===== config.mk =====
export PLATFORM = sky130hd
export DESIGN_NAME = script_token_lexer
export DESIGN_NICKNAME = d
export VERILOG_FILES = /design/src/rtl/stl_pkg.sv /design/src/rtl/stl_decode.sv /design/src/rtl/stl_out_fifo.sv /design/src/rtl/script_token_lexer.sv
export SDC_FILE = /design/constraint.sdc
export NUM_CORES = 1
export LEC_CHECK = 0
export ABC_AREA = 1
export BUFFER_PORTS_ARGS = -buffer_cell sky130_fd_sc_hd__buf_2
export CAP_MARGIN = 20
export CORE_MARGIN = 2
export CORE_UTILIZATION = 45
export DETAILED_ROUTE_END_ITERATION = 12
export PLACE_DENSITY = 0.72
export SETUP_SLACK_MARGIN = 0.2
export SYNTH_ARGS = -nofsm -noshare
export SYNTH_HDL_FRONTEND = slang
export SYNTH_SLANG_ARGS = --single-unit

===== constraint.sdc =====
create_clock -name aclk -period 2.8 [get_ports aclk]
set_clock_uncertainty 0.1 [all_clocks]
set_input_delay 0.42 -clock aclk [delete_from_list [all_inputs] [get_ports aclk]]
set_output_delay 0.42 -clock aclk [all_outputs]
set_load 0.005 [all_outputs]

===== src/rtl/stl_pkg.sv =====
package stl_pkg;

    // lexer mode, held between words
    typedef enum logic [2:0] {
        MODE_IDLE   = 3'd0,
        MODE_STRING = 3'd1,
        MODE_VECTOR = 3'd2,
        MODE_NUMBER = 3'd3,
        MODE_SKIP   = 3'd4
    } lex_mode_t;

    // token kinds
    localparam logic [3:0] KIND_UNKNOWN = 4'd0;
    localparam logic [3:0] KIND_STRING  = 4'd1;
    localparam logic [3:0] KIND_SEMI    = 4'd2;
    localparam logic [3:0] KIND_VECTOR  = 4'd3;
    localparam logic [3:0] KIND_OPEN    = 4'd4;
    localparam logic [3:0] KIND_CLOSE   = 4'd5;
    localparam logic [3:0] KIND_NUMBER  = 4'd6;
    localparam logic [3:0] KIND_BOOL    = 4'd7;
    localparam logic [3:0] KIND_COLON   = 4'd8;
    localparam logic [3:0] KIND_COMMA   = 4'd9;
    localparam logic [3:0] KIND_UNTERM  = 4'd10;

    localparam int SkipW = 3;

    // one result word
    typedef struct packed {
        logic [3:0] token_kind;
        logic [7:0] value_char;
        logic       char_valid;
        logic       bool_value;
        logic       token_end;
    } token_t;

    // what one input word produces
    typedef struct packed {
        logic [1:0]       count;
        token_t           tok0;
        token_t           tok1;
        lex_mode_t        mode_next;
        logic [SkipW-1:0] skip_next;
    } lex_step_t;

endpackage


===== src/rtl/stl_decode.sv =====
module stl_decode (
    input  logic [7:0]               char_in,
    input  logic                     end_of_stream,
    input  stl_pkg::lex_mode_t       mode,
    input  logic [stl_pkg::SkipW-1:0] skip_left,
    output stl_pkg::lex_step_t       step
);
    import stl_pkg::*;

    localparam logic [7:0] CH_SPACE = 8'h20;
    localparam logic [7:0] CH_NL    = 8'h0A;
    localparam logic [7:0] CH_TAB   = 8'h09;
    localparam logic [7:0] CH_QUOTE = 8'h22;
    localparam logic [7:0] CH_LPAR  = 8'h28;
    localparam logic [7:0] CH_RPAR  = 8'h29;
    localparam logic [7:0] CH_MINUS = 8'h2D;
    localparam logic [7:0] CH_DOT   = 8'h2E;
    localparam logic [7:0] CH_ZERO  = 8'h30;
    localparam logic [7:0] CH_NINE  = 8'h39;
    localparam logic [7:0] CH_SEMI  = 8'h3B;
    localparam logic [7:0] CH_COLON = 8'h3A;
    localparam logic [7:0] CH_COMMA = 8'h2C;
    localparam logic [7:0] CH_LBRC  = 8'h7B;
    localparam logic [7:0] CH_RBRC  = 8'h7D;
    localparam logic [7:0] CH_F_LO  = 8'h66;
    localparam logic [7:0] CH_F_UP  = 8'h46;
    localparam logic [7:0] CH_T_LO  = 8'h74;
    localparam logic [7:0] CH_T_UP  = 8'h54;

    typedef struct packed {
        lex_mode_t        mode;
        logic             emit;
        token_t           tok;
        logic             set_skip;
        logic [SkipW-1:0] skip;
    } class_t;

    // classification of a byte seen in idle, also of the byte that ends a number
    function automatic class_t classify(input logic [7:0] c);
        class_t r;
        r          = '0;
        r.mode     = MODE_IDLE;
        r.emit     = 1'b1;
        r.tok.token_end = 1'b1;
        unique case (c) inside
            CH_SPACE, CH_NL, CH_TAB: r.emit = 1'b0;
            CH_QUOTE: begin
                r.mode = MODE_STRING;
                r.emit = 1'b0;
            end
            CH_LPAR: begin
                r.mode = MODE_VECTOR;
                r.emit = 1'b0;
            end
            CH_MINUS, [CH_ZERO:CH_NINE]: begin
                r.mode           = MODE_NUMBER;
                r.tok.token_kind = KIND_NUMBER;
                r.tok.value_char = c;
                r.tok.char_valid = 1'b1;
                r.tok.token_end  = 1'b0;
            end
            CH_SEMI:  r.tok.token_kind = KIND_SEMI;
            CH_LBRC:  r.tok.token_kind = KIND_OPEN;
            CH_RBRC:  r.tok.token_kind = KIND_CLOSE;
            CH_COLON: r.tok.token_kind = KIND_COLON;
            CH_COMMA: r.tok.token_kind = KIND_COMMA;
            CH_F_LO, CH_F_UP: begin
                r.tok.token_kind = KIND_BOOL;
                r.mode           = MODE_SKIP;
                r.set_skip       = 1'b1;
                r.skip           = SkipW'(4);
            end
            CH_T_LO, CH_T_UP: begin
                r.tok.token_kind = KIND_BOOL;
                r.tok.bool_value = 1'b1;
                r.mode           = MODE_SKIP;
                r.set_skip       = 1'b1;
                r.skip           = SkipW'(3);
            end
            default: r.tok.token_kind = KIND_UNKNOWN;
        endcase
        return r;
    endfunction

    class_t           cls;
    token_t           close_tok;
    logic             is_num;
    logic [SkipW-1:0] skip_dec;

    assign cls      = classify(char_in);
    assign is_num   = (char_in == CH_MINUS) || (char_in == CH_DOT) ||
                      ((char_in >= CH_ZERO) && (char_in <= CH_NINE));
    assign skip_dec = (skip_left != '0) ? skip_left - SkipW'(1) : skip_left;

    always_comb begin
        close_tok           = '0;
        close_tok.token_end = 1'b1;

        step           = '0;
        step.mode_next = mode;
        step.skip_next = skip_left;

        if (end_of_stream) begin
            step.mode_next = MODE_IDLE;
            step.skip_next = '0;
            if (mode == MODE_STRING || mode == MODE_VECTOR) begin
                step.count           = 2'd1;
                step.tok0            = close_tok;
                step.tok0.token_kind = KIND_UNTERM;
            end else if (mode == MODE_NUMBER) begin
                step.count           = 2'd1;
                step.tok0            = close_tok;
                step.tok0.token_kind = KIND_NUMBER;
            end
        end else begin
            unique case (mode)
                MODE_STRING, MODE_VECTOR: begin
                    step.count           = 2'd1;
                    step.tok0.token_kind = (mode == MODE_STRING) ? KIND_STRING : KIND_VECTOR;
                    if ((mode == MODE_STRING && char_in == CH_QUOTE) ||
                        (mode == MODE_VECTOR && char_in == CH_RPAR)) begin
                        step.tok0.token_end = 1'b1;
                        step.mode_next      = MODE_IDLE;
                    end else begin
                        step.tok0.value_char = char_in;
                        step.tok0.char_valid = 1'b1;
                    end
                end
                MODE_NUMBER: begin
                    step.tok0.token_kind = KIND_NUMBER;
                    if (is_num) begin
                        step.count           = 2'd1;
                        step.tok0.value_char = char_in;
                        step.tok0.char_valid = 1'b1;
                    end else begin
                        // number closed, terminator classified afresh
                        step.tok0.token_end = 1'b1;
                        step.count          = cls.emit ? 2'd2 : 2'd1;
                        step.tok1           = cls.tok;
                        step.mode_next      = cls.mode;
                        if (cls.set_skip) begin
                            step.skip_next = cls.skip;
                        end
                    end
                end
                MODE_SKIP: begin
                    step.skip_next = skip_dec;
                    if (skip_dec == '0) begin
                        step.mode_next = MODE_IDLE;
                    end
                end
                default: begin
                    step.count     = cls.emit ? 2'd1 : 2'd0;
                    step.tok0      = cls.tok;
                    step.mode_next = cls.mode;
                    if (cls.set_skip) begin
                        step.skip_next = cls.skip;
                    end
                end
            endcase
        end
    end

endmodule


===== src/rtl/stl_out_fifo.sv =====
module stl_out_fifo (
    input  logic            aclk,
    input  logic            aresetn,
    input  logic [1:0]      push_count,
    input  stl_pkg::token_t push_tok0,
    input  stl_pkg::token_t push_tok1,
    output logic            has_room,
    output logic            m_valid,
    input  logic            m_ready,
    output stl_pkg::token_t m_tok
);
    import stl_pkg::*;

    localparam int Depth = 4;
    localparam int PtrW  = $clog2(Depth);
    localparam int CntW  = $clog2(Depth + 1);

    token_t            mem_reg [Depth];
    logic [PtrW-1:0]   wr_ptr_reg, wr_ptr_next;
    logic [PtrW-1:0]   rd_ptr_reg, rd_ptr_next;
    logic [CntW-1:0]   count_reg, count_next;
    logic              pop;
    logic [PtrW-1:0]   wr_ptr_p1;

    assign pop       = m_valid && m_ready;
    assign m_valid   = (count_reg != '0);
    assign m_tok     = mem_reg[rd_ptr_reg];
    // room for the two words one input can give
    assign has_room  = (count_reg <= CntW'(Depth - 2));
    assign wr_ptr_p1 = wr_ptr_reg + PtrW'(1);

    always_comb begin
        wr_ptr_next = wr_ptr_reg + PtrW'(push_count);
        rd_ptr_next = rd_ptr_reg + PtrW'(pop);
        count_next  = count_reg + CntW'(push_count) - CntW'(pop);
    end

    always_ff @(posedge aclk) begin
        if (!aresetn) begin
            wr_ptr_reg <= '0;
            rd_ptr_reg <= '0;
            count_reg  <= '0;
        end else begin
            wr_ptr_reg <= wr_ptr_next;
            rd_ptr_reg <= rd_ptr_next;
            count_reg  <= count_next;
        end
    end

    always_ff @(posedge aclk) begin
        if (push_count != 2'd0) begin
            mem_reg[wr_ptr_reg] <= push_tok0;
        end
        if (push_count == 2'd2) begin
            mem_reg[wr_ptr_p1] <= push_tok1;
        end
    end

endmodule


===== src/rtl/script_token_lexer.sv =====
// a word is registered on input and decoded from that register; its first result word
//   enters the queue at the edge on which the held word advances, and m_valid is taken from
//   the queue's count register, so a queue without room holds the word back
// throughput: one input word per cycle while the queue has room for two; a number closed
//   by a token byte gives two result words; one output word per cycle then sets the rate
// reset: aresetn synchronous, active low; lexer returns to idle with no skip pending and
//   the result queue is emptied
module script_token_lexer (
    input  logic       aclk,
    input  logic       aresetn,
    input  logic [7:0] s_char_in,
    input  logic       s_end_of_stream,
    input  logic       s_valid,
    output logic       s_ready,
    output logic [3:0] m_token_kind,
    output logic [7:0] m_value_char,
    output logic       m_char_valid,
    output logic       m_bool_value,
    output logic       m_token_end,
    output logic       m_valid,
    input  logic       m_ready
);
    import stl_pkg::*;

    // input register stage
    logic [7:0]       char_reg;
    logic             eos_reg;
    logic             in_valid_reg;

    // lexer state
    lex_mode_t        mode_reg;
    logic [SkipW-1:0] skip_reg;

    lex_step_t        step;
    logic             has_room;
    logic             advance;
    logic [1:0]       push_count;
    token_t           m_tok;

    // the held word moves on only when the queue can take both possible results
    assign advance    = in_valid_reg && has_room;
    assign s_ready    = !in_valid_reg || has_room;
    assign push_count = advance ? step.count : 2'd0;

    always_ff @(posedge aclk) begin
        if (!aresetn) begin
            in_valid_reg <= 1'b0;
            mode_reg     <= MODE_IDLE;
            skip_reg     <= '0;
        end else begin
            if (s_ready) begin
                in_valid_reg <= s_valid;
            end
            if (advance) begin
                mode_reg <= step.mode_next;
                skip_reg <= step.skip_next;
            end
        end
    end

    // payload, no reset needed
    always_ff @(posedge aclk) begin
        if (s_valid && s_ready) begin
            char_reg <= s_char_in;
            eos_reg  <= s_end_of_stream;
        end
    end

    // byte classification and next-state logic
    stl_decode u_decode (
        .char_in       (char_reg),
        .end_of_stream (eos_reg),
        .mode          (mode_reg),
        .skip_left     (skip_reg),
        .step          (step)
    );

    // result queue, also the output register
    stl_out_fifo u_out_fifo (
        .aclk       (aclk),
        .aresetn    (aresetn),
        .push_count (push_count),
        .push_tok0  (step.tok0),
        .push_tok1  (step.tok1),
        .has_room   (has_room),
        .m_valid    (m_valid),
        .m_ready    (m_ready),
        .m_tok      (m_tok)
    );

    assign m_token_kind = m_tok.token_kind;
    assign m_value_char = m_tok.value_char;
    assign m_char_valid = m_tok.char_valid;
    assign m_bool_value = m_tok.bool_value;
    assign m_token_end  = m_tok.token_end;

    // swallowing after a boolean always has bytes left
    a_skip_nonzero: assert property (@(posedge aclk) disable iff (!aresetn)
        mode_reg == MODE_SKIP |-> (skip_reg != '0 && skip_reg <= SkipW'(4)))
        else $error("skip mode with no bytes left");

    // end of stream always leaves the lexer clean
    a_eos_idle: assert property (@(posedge aclk) disable iff (!aresetn)
        (advance && eos_reg) |=> (mode_reg == MODE_IDLE && skip_reg == '0))
        else $error("lexer not idle after end of stream");

    // a boolean result always starts a swallow
    a_bool_skip: assert property (@(posedge aclk) disable iff (!aresetn)
        (advance && !eos_reg && step.count != 2'd0 &&
         ((step.count == 2'd1 && step.tok0.token_kind == KIND_BOOL) ||
          (step.count == 2'd2 && step.tok1.token_kind == KIND_BOOL)))
        |=> mode_reg == MODE_SKIP)
        else $error("boolean token without skip");

    // a held word waiting for queue room is not lost
    a_hold: assert property (@(posedge aclk) disable iff (!aresetn)
        (in_valid_reg && !has_room) |=> (in_valid_reg && $stable(char_reg) && $stable(eos_reg)))
        else $error("held word dropped");

endmodule

==> impl_results.md <==
* Most used DFF post-synth: edfxtp_1
* Share of the yosys chip area belonging to registers at 0.549
* Via-per-instance ratio at 5.21
* Layout cells sized above 1 at 0.251
* Multi-input gate area at 1800 sq um
* RSZ-0062 raised after global routing: true
* Clk buf depth at 2
* Worst r2r src: char_reg[0]
* Fin area at 5070 sq um
* Achievable Freq at 395 MHz
* Die ar. at 10300 sq um
* Yosys top cell by area: edfxtp_1
* Final Max Tran Viols at 0
* Initial antenna violation count at 0
* Critical Path Sink Type: register
* Maximum vdd drop at 0.347 mV
* Critical path peak fanout at 5
* Number of synthesized register bits at 83
* Worst r2r dst: u_out_fifo.count_reg[2]
* Hold wc startpoint: s_char_in[4]
* Static Leak at 2.06 nW
* Logic pwr share at 0.315
* Design Power at 3.45 mW
* Grt met1 use at 0.250
* Cells after synthesis at 471
* Outcome: complete, no violations
* Vias in the first global route at 3116
* Buffers added on ports at 29
* Worst slew pin tran at 0.482 ns
* Kind of critical path: reg -> reg
* Top cells by area, synth: edfxtp_1 (48%), nor2_1 (9.4%), dfxtp_1 (6.5%)
* DRC at 0
* Global routing's busiest layer: met2
* Number of synthesized flops with an enable pin at 69
* R2R Setup Slk at 0.27 ns
* Antenna-violating nets left at 0
* Final clock period utilization by the worst path at 0.904
* Met2 Resource Use GR at 0.317
* DRT iter0 DRCs at 220
* Root Buffer: clkbuf_8
* CTS hold repair buffers at 0
* Startpoint types: register
* Pin count of the biggest net entering global routing at 37
* Layout area overhead at 18.2%
* CTS Buf Count at 9
* Top-area cell type share of the netlist area at 0.483
* Synth warn at 0
* All-Layer GR Usage at 0.190
* Nets at 549
* Endpoints failing hold at 0
* Internal Pwr Total at 2.27 mW
* Chip height at 102 um
* Hold EP: char_reg[4]
* Setup_tns at 0 ns
* Syn_nets at 492
* Max reg flops at 60
* Via count at 3451
* Max_cap viols at 0
* Clock latency on the worst-skew pair at 0.35 ns
* CTS tree: done
* WP data arrival at 2.68 ns
* Antenna cells at 0
* WL/cell at 14.7 um
* Clock transition at path regs at 0.08 ns
* Die W at 102 um
* Avg Cell Area, Syn at 9.10 sq um
* Synth cell types at 36
* Reg2reg path depth at 17
* WHS Path Cells at 1
* PwrDens at 680 nW/um^2
* Core area at 9240 sq um
* Layout fillers at 809
* Aggregate routed wire length at 9750 um
* Clock Sinks at 83
* Core Util, Final at 0.549
* Placed cell areas at 4600 sq um
* Final GP Congestion at 0.963
* Grt ovf at 0
* NetSw at 1.17 mW
* Async SR Flop Fraction at 0
* Dpl ws at 0.133 ns
* Synth Cell Area at 4290 sq um
* Num rows at 35
* Grt met3 use at 0.0345
* Global-route wire length before repair at 15100 um
* Final Setup Violations at 0
* Final min period at 2.53 ns
* Io pins at 30
* CP required at 2.95 ns
* Final worst setup slack at 0.269 ns
* Initial Util at 0.464
* Sw Ratio at 0.340
* H-tree Lvls at 3
* Share of power burned in the clock network at 0.245
* Reg area at 2350 sq um
* Fraction of power consumed by sequential logic at 0.440
* HP Class: in -> reg
* Relative slew slack at 0.679
* TritonRoute pass-1 iters at 5
* Final HPWL DP at 6170 um
## what timing repair did
item | in CTS | in global routing
pin swaps | 0 | 19
resized for setup | 1 | 36
setup buffers | 6 | 14
gates cloned | 0 | 0
endpoints found under the setup margin | 1 | 2
## Yosys cell counts, drive strengths merged, types with 3 or more instances
library cell / count
o21ai: 57
a31oi: 5
clkbuf: 10
inv: 47
o22ai: 18
ha: 7
nand4: 4
xor2: 3
dfxtp: 14
nand3: 15
buf: 3
nor3: 6
nor2: 115
a21oi: 11
nand2: 76
edfxtp: 69
## cell families after synthesis
kind of cell | share of synthesized area
and+or+nand+nor | 0.230
AOI/OAI and AO/OA | 0.126
DFF | 0.549
buffers and inverters | 0.0598
adders and majority gates | 0.0251
xor gates and xnor gates | 0.0102
## area by class of cell
cell class,count,area share
Clock inverter,6,0.0128
Inverter,48,0.0370
Multi-Input combinational cell,327,0.355
Tap cell,129,0.0318
Timing Repair Buffer,59,0.0738
Clock buffer,10,0.0252
Sequential cell,83,0.464
## worst max-delay path by stage
stage	startpoint	end	slack, ns	cells past startpoint
2_1_floorplan	char_reg[1]	u_out_fifo.count_reg[2]	0.37	14
3_3_place_gp	char_reg[2]	u_out_fifo.count_reg[2]	0.21	12
3_5_place_dp	char_reg[4]	u_out_fifo.count_reg[2]	0.13	15
4_1_cts	char_reg[6]	u_out_fifo.count_reg[2]	0.20	15
5_1_grt	char_reg[1]	u_out_fifo.count_reg[2]	0.1	17
6_report	char_reg[0]	u_out_fifo.count_reg[2]	0.27	17
## per-stage QoR
stage / cells / hold WS (ns)
after global routing: 662 / 0.131
final: 662 / 0.142
after CTS: 648 / 0.130
after global placement: 626 / 0.358
after detailed placement: 626 / 0.366
after floorplan: 471 / 0.344
## metal layers
metal / wire (um) / share of wire
met1: 4250 / 0.44
met2: 4760 / 0.49
met3: 591 / 0.061
met4: 146 / 0.015
met5: 0 / 0
## layout by cell type, fill, tap and decap left out, types with 4 or more instances in the layout
cell type / synthesis / layout
ha_1: 7 / 6
nand2_1: 64 / 56
inv_1: 38 / 36
nor3_1: 5 / 4
nor2_4: 3 / 11
nand2_2: 6 / 13
a31oi_1: 5 / 5
buf_2: 0 / 29
nor2_1: 107 / 99
nand2_4: 6 / 7
inv_2: 9 / 10
edfxtp_1: 69 / 69
clkbuf_8: 0 / 9
o22ai_1: 18 / 18
o21ai_1: 18 / 19
nor2_2: 5 / 5
o21ai_0: 38 / 37
a21oi_1: 11 / 10
dfxtp_1: 14 / 14
buf_4: 0 / 29
nand3_1: 13 / 12
## power groups by stage
stage / Combinational (mW) / Clock, mW / Sequential (mW)
2_1_floorplan: 0.697 / 0 / 1.53
3_3_place_gp: 0.987 / 0 / 1.54
3_5_place_dp: 1.00 / 0 / 1.54
4_1_cts: 1.02 / 0.852 / 1.51
5_1_grt: 1.23 / 0.901 / 1.53
6_report: 1.09 / 0.845 / 1.52
## worst max-delay path: stages (launching register included)
cell      delay [ns]
edfxtp_1        0.54
inv_2           0.13
nor2_2          0.05
nand2_1         0.06
nand2_2         0.06
nand2_2         0.08
nand2_2         0.07
nor2_4          0.14
nand2_1         0.07
nand3_1         0.09
nand2_2         0.06
nand2_2         0.08
inv_2           0.05
ha_4            0.15
fa_2            0.36
xor2_2          0.15
o21ai_1         0.13
a21oi_1         0.05
Note: power is estimated with default switching activity, not from simulation.
